--- config.mk ---
export PLATFORM = sky130hd
export DESIGN_NAME = stereo_pulse_envelope_tracker
export DESIGN_NICKNAME = d
export VERILOG_FILES = /design/src/spet_pkg.sv /design/src/stereo_pulse_envelope_tracker.sv
export SDC_FILE = /design/constraint.sdc
export NUM_CORES = 1
export LEC_CHECK = 0
export BUFFER_PORTS_ARGS = -buffer_cell sky130_fd_sc_hd__buf_2
export CAP_MARGIN = 20
export CELL_PAD_IN_SITES_DETAIL_PLACEMENT = 0
export CELL_PAD_IN_SITES_GLOBAL_PLACEMENT = 1
export CORE_ASPECT_RATIO = 2
export CORE_MARGIN = 2
export CORE_UTILIZATION = 50
export CTS_CLUSTER_DIAMETER = 30
export DETAILED_ROUTE_END_ITERATION = 7
export PLACE_DENSITY = 0.82
export SLEW_MARGIN = 0
export SYNTH_ARGS = -nofsm -noshare
export SYNTH_HDL_FRONTEND = slang
export SYNTH_SLANG_ARGS = --single-unit
--- constraint.sdc ---
create_clock -name aclk -period 18.7 [get_ports aclk]
set_input_delay 4.675 -clock aclk [delete_from_list [all_inputs] [get_ports aclk]]
set_output_delay 4.675 -clock aclk [all_outputs]
set_load 0.02 [all_outputs]
--- src/spet_pkg.sv ---
// shared constants and types for the stereo pulse envelope tracker
// no dependencies
package spet_pkg;

    localparam int LEVEL_WIDTH = 16;
    localparam int FRAC_BITS   = 12;
    localparam int VOL_WIDTH   = 13;
    localparam int VOL_FRAC    = 12;
    localparam int DIVD_WIDTH  = LEVEL_WIDTH + VOL_FRAC;
    localparam int CMP_WIDTH   = DIVD_WIDTH + VOL_WIDTH;
    localparam int CNT_WIDTH   = $clog2(LEVEL_WIDTH);
    localparam int TDATA_IN_W  = ((2 * LEVEL_WIDTH + 7) / 8) * 8;
    localparam int TDATA_OUT_W = ((LEVEL_WIDTH + 7) / 8) * 8;

    localparam logic [LEVEL_WIDTH-1:0] LEVEL_MAX = '1;
    localparam logic [LEVEL_WIDTH-1:0] TENTH =
        LEVEL_WIDTH'(((1 << FRAC_BITS) + 5) / 10);
    localparam logic [VOL_WIDTH-1:0]   VOL_ONE = VOL_WIDTH'(1 << VOL_FRAC);

    localparam int BEAT_NUM  = 11;
    localparam int BEAT_DEN  = 10;
    localparam int DECAY_NUM = 93;
    localparam int DECAY_DEN = 100;

    typedef enum logic {
        REG_METER_ENABLE = 1'b0,
        REG_MUSIC_VOLUME = 1'b1
    } reg_index_t;

endpackage

--- src/stereo_pulse_envelope_tracker.sv ---
// stereo pulse envelope tracker: volume scaling, beat detection, pulse decay
// depends on spet_pkg; one shared restoring divider under a small sequencer
//
// each word takes one divider pass for each peak and for the pulse; a peak
// pass is skipped when the volume is zero and any pass when its quotient
// saturates; no divider pass is made when metering is disabled or the word is mono
// a new word is taken only after the last result is emitted (m_tready can stall it), set by the single divider
// reset: synchronous active low; state cleared, volume 1.0, metering off
module stereo_pulse_envelope_tracker (
    input  logic                                 aclk,
    input  logic                                 aresetn,
    // left_peak [15:0], right_peak [31:16]
    input  logic [spet_pkg::TDATA_IN_W-1:0]      s_tdata,
    // stereo_valid
    input  logic                                 s_tuser,
    input  logic                                 s_tvalid,
    output logic                                 s_tready,
    // pulse_level [15:0]
    output logic [spet_pkg::TDATA_OUT_W-1:0]     m_tdata,
    // updated
    output logic                                 m_tuser,
    output logic                                 m_tvalid,
    input  logic                                 m_tready,
    input  logic                                 cfg_we,
    input  logic                                 cfg_index,
    input  logic [spet_pkg::VOL_WIDTH-1:0]       cfg_data
);
    import spet_pkg::*;

    typedef enum logic [3:0] {
        S_IDLE,
        S_LOAD_L,
        S_RUN_L,
        S_LOAD_R,
        S_RUN_R,
        S_CAND,
        S_LOAD_P,
        S_RUN_P,
        S_EMIT
    } state_t;

    state_t                 state_reg;
    logic                   meter_enable_reg;
    logic [VOL_WIDTH-1:0]   music_volume_reg;
    logic [1:0]             ticks_reg;
    logic [LEVEL_WIDTH-1:0] last_pulse_reg;
    logic [LEVEL_WIDTH-1:0] held_avg_reg;

    logic [LEVEL_WIDTH-1:0] left_peak_reg;
    logic [LEVEL_WIDTH-1:0] right_peak_reg;
    logic [LEVEL_WIDTH-1:0] left_q_reg;
    logic [LEVEL_WIDTH-1:0] right_q_reg;
    logic [LEVEL_WIDTH-1:0] cand_reg;
    logic                   beat_reg;
    logic [LEVEL_WIDTH-1:0] pulse_reg;
    logic                   upd_reg;

    logic [VOL_WIDTH-1:0]   rem_reg;
    logic [LEVEL_WIDTH-1:0] low_reg;
    logic [CNT_WIDTH-1:0]   cnt_reg;

    logic                   m_tvalid_reg;
    logic [LEVEL_WIDTH-1:0] m_level_reg;
    logic                   m_upd_reg;

    // divider operands
    logic [DIVD_WIDTH-1:0]  dvd;
    logic [VOL_WIDTH-1:0]   dsr;
    logic                   sat_hit;
    logic [VOL_WIDTH:0]     shv;
    logic                   ge;
    logic [VOL_WIDTH-1:0]   rem_next;
    logic [LEVEL_WIDTH-1:0] low_next;
    logic                   div_done;

    // candidate and beat test
    logic [LEVEL_WIDTH:0]   mean_sum;
    logic [LEVEL_WIDTH:0]   cand_sum;
    logic [LEVEL_WIDTH-1:0] cand_next;
    logic [LEVEL_WIDTH+4:0] cand_x10;
    logic [LEVEL_WIDTH+4:0] last_x11;
    logic [LEVEL_WIDTH+4:0] cand_x20;
    logic [LEVEL_WIDTH+4:0] held_x19;
    logic [LEVEL_WIDTH+4:0] last_x5;
    logic                   beat_next;

    // state update at emit
    logic [LEVEL_WIDTH+3:0] pulse_x10;
    logic                   clear_avg;
    logic [1:0]             ticks_next;
    logic [LEVEL_WIDTH-1:0] held_next;

    always_comb begin
        unique case (state_reg)
            S_LOAD_L, S_RUN_L: begin
                dvd = {left_peak_reg, {VOL_FRAC{1'b0}}};
                dsr = music_volume_reg;
            end
            S_LOAD_R, S_RUN_R: begin
                dvd = {right_peak_reg, {VOL_FRAC{1'b0}}};
                dsr = music_volume_reg;
            end
            default: begin
                if (beat_reg) begin
                    dvd = DIVD_WIDTH'(cand_reg) * DIVD_WIDTH'(BEAT_NUM);
                    dsr = VOL_WIDTH'(BEAT_DEN);
                end else begin
                    dvd = DIVD_WIDTH'(last_pulse_reg) * DIVD_WIDTH'(DECAY_NUM);
                    dsr = VOL_WIDTH'(DECAY_DEN);
                end
            end
        endcase
    end

    assign sat_hit  = CMP_WIDTH'(dvd) >= (CMP_WIDTH'(dsr) << LEVEL_WIDTH);
    assign shv      = {rem_reg, low_reg[LEVEL_WIDTH-1]};
    assign ge       = shv >= {1'b0, dsr};
    assign rem_next = ge ? VOL_WIDTH'(shv - {1'b0, dsr}) : shv[VOL_WIDTH-1:0];
    assign low_next = {low_reg[LEVEL_WIDTH-2:0], ge};
    assign div_done = cnt_reg == CNT_WIDTH'(LEVEL_WIDTH - 1);

    assign mean_sum  = {1'b0, left_q_reg} + {1'b0, right_q_reg};
    assign cand_sum  = {1'b0, mean_sum[LEVEL_WIDTH:1]} + {1'b0, TENTH};
    assign cand_next = cand_sum[LEVEL_WIDTH] ? LEVEL_MAX : cand_sum[LEVEL_WIDTH-1:0];
    assign cand_x10  = (LEVEL_WIDTH+5)'(cand_next) * (LEVEL_WIDTH+5)'(10);
    assign last_x11  = (LEVEL_WIDTH+5)'(last_pulse_reg) * (LEVEL_WIDTH+5)'(11);
    assign cand_x20  = (LEVEL_WIDTH+5)'(cand_next) * (LEVEL_WIDTH+5)'(20);
    assign held_x19  = (LEVEL_WIDTH+5)'(held_avg_reg) * (LEVEL_WIDTH+5)'(19);
    assign last_x5   = (LEVEL_WIDTH+5)'(last_pulse_reg) * (LEVEL_WIDTH+5)'(5);
    assign beat_next = (ticks_reg == 2'd3) && (cand_x10 >= last_x11)
                       && !((cand_x20 < held_x19)
                            && ((LEVEL_WIDTH+5)'(held_avg_reg) < last_x5));

    assign pulse_x10  = (LEVEL_WIDTH+4)'(pulse_reg) * (LEVEL_WIDTH+4)'(10);
    assign clear_avg  = pulse_x10 <= (LEVEL_WIDTH+4)'(1 << FRAC_BITS);
    assign ticks_next = beat_reg ? 2'd1 : ((ticks_reg == 2'd3) ? 2'd3 : ticks_reg + 2'd1);
    assign held_next  = clear_avg ? '0 : (beat_reg ? cand_reg : held_avg_reg);

    always_ff @(posedge aclk) begin
        if (!aresetn) begin
            state_reg        <= S_IDLE;
            meter_enable_reg <= 1'b0;
            music_volume_reg <= VOL_ONE;
            ticks_reg        <= '0;
            last_pulse_reg   <= '0;
            held_avg_reg     <= '0;
            m_tvalid_reg     <= 1'b0;
            cnt_reg          <= '0;
        end else begin
            if (cfg_we) begin
                unique case (reg_index_t'(cfg_index))
                    REG_METER_ENABLE: meter_enable_reg <= cfg_data[0];
                    REG_MUSIC_VOLUME: music_volume_reg <= cfg_data;
                endcase
            end
            if (m_tready && state_reg != S_EMIT) begin
                m_tvalid_reg <= 1'b0;
            end
            unique case (state_reg)
                S_IDLE: begin
                    if (s_tvalid) begin
                        left_peak_reg  <= s_tdata[LEVEL_WIDTH-1:0];
                        right_peak_reg <= s_tdata[2*LEVEL_WIDTH-1:LEVEL_WIDTH];
                        if (!meter_enable_reg || !s_tuser) begin
                            pulse_reg <= last_pulse_reg;
                            upd_reg   <= 1'b0;
                            state_reg <= S_EMIT;
                        end else begin
                            upd_reg   <= 1'b1;
                            state_reg <= S_LOAD_L;
                        end
                    end
                end
                S_LOAD_L, S_LOAD_R, S_LOAD_P: begin
                    cnt_reg <= '0;
                    rem_reg <= VOL_WIDTH'(dvd[DIVD_WIDTH-1:LEVEL_WIDTH]);
                    low_reg <= dvd[LEVEL_WIDTH-1:0];
                    priority if (state_reg != S_LOAD_P && dsr == '0) begin
                        if (state_reg == S_LOAD_L) begin
                            left_q_reg <= left_peak_reg;
                            state_reg  <= S_LOAD_R;
                        end else begin
                            right_q_reg <= right_peak_reg;
                            state_reg   <= S_CAND;
                        end
                    end else if (sat_hit) begin
                        unique case (state_reg)
                            S_LOAD_L: begin
                                left_q_reg <= LEVEL_MAX;
                                state_reg  <= S_LOAD_R;
                            end
                            S_LOAD_R: begin
                                right_q_reg <= LEVEL_MAX;
                                state_reg   <= S_CAND;
                            end
                            default: begin
                                pulse_reg <= LEVEL_MAX;
                                state_reg <= S_EMIT;
                            end
                        endcase
                    end else begin
                        unique case (state_reg)
                            S_LOAD_L: state_reg <= S_RUN_L;
                            S_LOAD_R: state_reg <= S_RUN_R;
                            default:  state_reg <= S_RUN_P;
                        endcase
                    end
                end
                S_RUN_L, S_RUN_R, S_RUN_P: begin
                    rem_reg <= rem_next;
                    low_reg <= low_next;
                    cnt_reg <= cnt_reg + CNT_WIDTH'(1);
                    if (div_done) begin
                        unique case (state_reg)
                            S_RUN_L: begin
                                left_q_reg <= low_next;
                                state_reg  <= S_LOAD_R;
                            end
                            S_RUN_R: begin
                                right_q_reg <= low_next;
                                state_reg   <= S_CAND;
                            end
                            default: begin
                                pulse_reg <= low_next;
                                state_reg <= S_EMIT;
                            end
                        endcase
                    end
                end
                S_CAND: begin
                    cand_reg  <= cand_next;
                    beat_reg  <= beat_next;
                    state_reg <= S_LOAD_P;
                end
                S_EMIT: begin
                    if (!m_tvalid_reg || m_tready) begin
                        m_tvalid_reg <= 1'b1;
                        m_level_reg  <= pulse_reg;
                        m_upd_reg    <= upd_reg;
                        if (upd_reg) begin
                            last_pulse_reg <= pulse_reg;
                            ticks_reg      <= ticks_next;
                            held_avg_reg   <= held_next;
                        end
                        state_reg <= S_IDLE;
                    end
                end
                default: state_reg <= S_IDLE;
            endcase
        end
    end

    assign s_tready = state_reg == S_IDLE;
    assign m_tvalid = m_tvalid_reg;
    assign m_tdata  = TDATA_OUT_W'(m_level_reg);
    assign m_tuser  = m_upd_reg;

endmodule
==> run metrics <==
Worst-path clk slew=0.07 ns; hold buffers post-CTS=0; Vias/cell=about 6; area grow syn2layout=9.464%; Post-Route WL=about 59 mm; Die Span Y=282.8 µm; share of layout cells above drive strength 1=under 10%; setup TNS=0 ns; Final ANT Viol Nets=0; core area=~39000 µm²; adder-cell share of the synthesized area=28.77%; Fillers=between 3000 and 4000; largest net degree at the start of global routing=between 50 and 60; min-delay worst type=flop to flop; dpl ws=between 10 and 15 ns; worst-case reg-to-reg path depth=27; drt first-iter violations=932; Starting Density=50.42%; first-pass detailed-route iteration total=5; Post-synth EDFFs=144; crit path kind=flop to flop; first-pass GRT wire length=a little over 90 mm; I/O Pins=71; headroom to the max-slew limit=a little under a quarter; Synth Instances=2094; Inst Count DP=approximately 2600; # port buffers=70; gpl congestion=about 1; Post-Syn Area=slightly below 20000 µm²; worst hold stages=0; Tmin final=about 8.1 ns; top cell type's share of synthesized area=~22%; Cell Count, Final, Fillers Out=around 2700; mux contribution to synthesized area=between 1 and 1.5%; largest family of logic cells by synthesized area=adder cells; Tcrit/Tclk final=43.55%; setup bufs post-CTS=0; gr usage total=between 20% and 30%; Least-Margin Pin Slew=1.144 ns; Commonest cells post-synth=314 x ha_1, 227 x inv_1, 188 x nand2_1; crit path launch type=flop; endpoints failing hold=0; max-slew violations=0; dominant synthesized flop cell=edfxtp_1; power consumption=approximately 1.2 mW; number of setup violations in the final report=0; Async SR Flop Fraction=0%; crit path max fanout=16; register bit total from synthesis=roughly 200; Longest Clk Path Bufs=3; Power Dens Cells=approximately 57 nW/µm²; Syn. warnings=0; n_diodes=0; RSZ-0062 raised after global routing=no; die area=~40000 µm²; register area share after synthesis=between 20% and 30%; Leakage=~9.6 nW; Avg Cell Area, Syn=9.281 µm²; CTS Sinks=201; Die Width=about 140 µm; Vias=roughly 16000; Setup crit end kind=flop; final global-route overflow total=0; simple-gate share of the synthesized area=13.61%; HPWL Detailed=between 40 and 50 mm; MaxCap Viol Count=0; H-tree depth=1; unique cell type count in the Yosys netlist=73; post_cts resized=0; post-synthesis xor/xnor area fraction=under 10%; Fin Clk Skew=0.03410 ns; wire length per cell=roughly 22 µm; CTS Buf Count=27; complex-gate fraction of the synthesized area=18.19%; Max Freq=approximately 120 MHz; arrival time worst endpoint=between 8 and 9 ns; # DRC=0; status=finished, final reports clean; CTS tree=yes; Peak VDD IR=0.00008428 V; PnR worst setup slack=~11 ns; root buf cell=clkbuf_16; Final Hold Slack=0.4739 ns; Synth area leaders=edfxtp_1 22%, ha_1 20%, fa_1 8.6%; Worst-Skew Late Latency=roughly 0.57 ns; post-synth net total=2543; Final nets=2606; vias in the first global route=16290; most numerous cell in the Yosys netlist=ha_1; Core Rows=around 100; Synth area leader=edfxtp_1; CP required=18.91 ns; initial antenna violation count=0
-- routing by layer --
| layer | wire, µm | up-vias | track usage (%) |
|---|---|---|---|
| met5 | 0 | - | 0 |
| met4 | 5928 | 0 | 24.08 |
| met3 | 2030 | 205 | 2.886 |
| met2 | 31250 | 431 | 55.51 |
| met1 | 19620 | 7686 | 28.74 |
| li1 | - | 7661 | - |
-- critical path: stages (launching register included) --
cell       delay [ns]
dfxtp_1          0.66
ha_1             0.39
fa_1             0.50
fa_1             0.56
fa_1             0.43
ha_1             0.38
a21oi_1          0.27
nand2_1          0.09
a21oi_1          0.36
o211ai_1         0.19
a21oi_1          0.21
o21ai_0          0.19
a21o_1           0.21
a21oi_1          0.17
xnor2_1          0.16
a222oi_1         0.44
inv_1            0.09
ha_1             0.33
nand3_1          0.09
nor2_1           0.09
and3_1           0.19
o2111ai_1        0.12
nor3_1           0.17
nand4_1          0.12
nor4_1           0.30
a22o_1           0.34
nor2_1           0.12
and4bb_2         0.63
-- cell usage in the layout (no fill, tap or decap), drive strengths merged, types with 16 or more instances in the layout --
master and instances:
inv 239, xnor2 53, nor2b 32, o211ai 17, nand4 20, a21boi 34, o21a 24, a21o 48
ha 314, edfxtp 144, xor2 52, nand2 189, a22o 25, fa 83, buf 84, or3 17
o21ai 124, nand2b 27, nor2 141, nand3 40, mux2i 19, clkbuf 29, o22a 22, a31oi 16
a21oi 114, nor3 35, dfxtp 57
-- per-stage QoR --
step	area, µm²	util (%)
final	21270	55.19
after global routing	21270	55.19
after CTS	21270	55.17
after detailed placement	20360	52.82
after global placement	20360	52.82
after floorplan	19430	-
-- final cells by class --
class | count | area, µm² | share of cell area, %
multi-input cells | 1616 | 12940 | 60.84
flip-flops and latches | 201 | 5465 | 25.69
inverters | 227 | 852.1 | 4.005
clock buffers | 29 | 683.2 | 3.211
well taps | 520 | 650.6 | 3.058
repair buffers | 84 | 455.4 | 2.141
clock inverters | 21 | 224.0 | 1.053
-- worst paths after layout --
kind | start | endpoint | slack, ns
worst max-delay path | last_pulse_reg[5] | right_q_reg[9] | 10.56
worst min-delay path | upd_reg | m_tuser | 0.47
worst max register to register | last_pulse_reg[5] | right_q_reg[9] | 10.56
worst min register to register | upd_reg | m_tuser | 0.47
-- where the power goes --
group          internal (mW)  leakage (nW)  switching, mW  total (mW)
clock network          0.292         0.448          0.227       0.519
logic                 0.0775          7.47          0.117       0.194
registers              0.490          1.73         0.0172       0.507
total                  0.859          9.65          0.361        1.22
-- kinds of logic after synthesis --
| logic type | after synthesis |
|---|---|
| multiplexers | 22 |
| AO/OA/AOI/OAI | 530 |
| flip-flops | 201 |
| buffers and inverters | 277 |
| AND/OR/NAND/NOR | 562 |
| adder cells (fa/ha/maj) | 397 |
| XOR/XNOR | 105 |
Power figures use the tool's default switching activity.
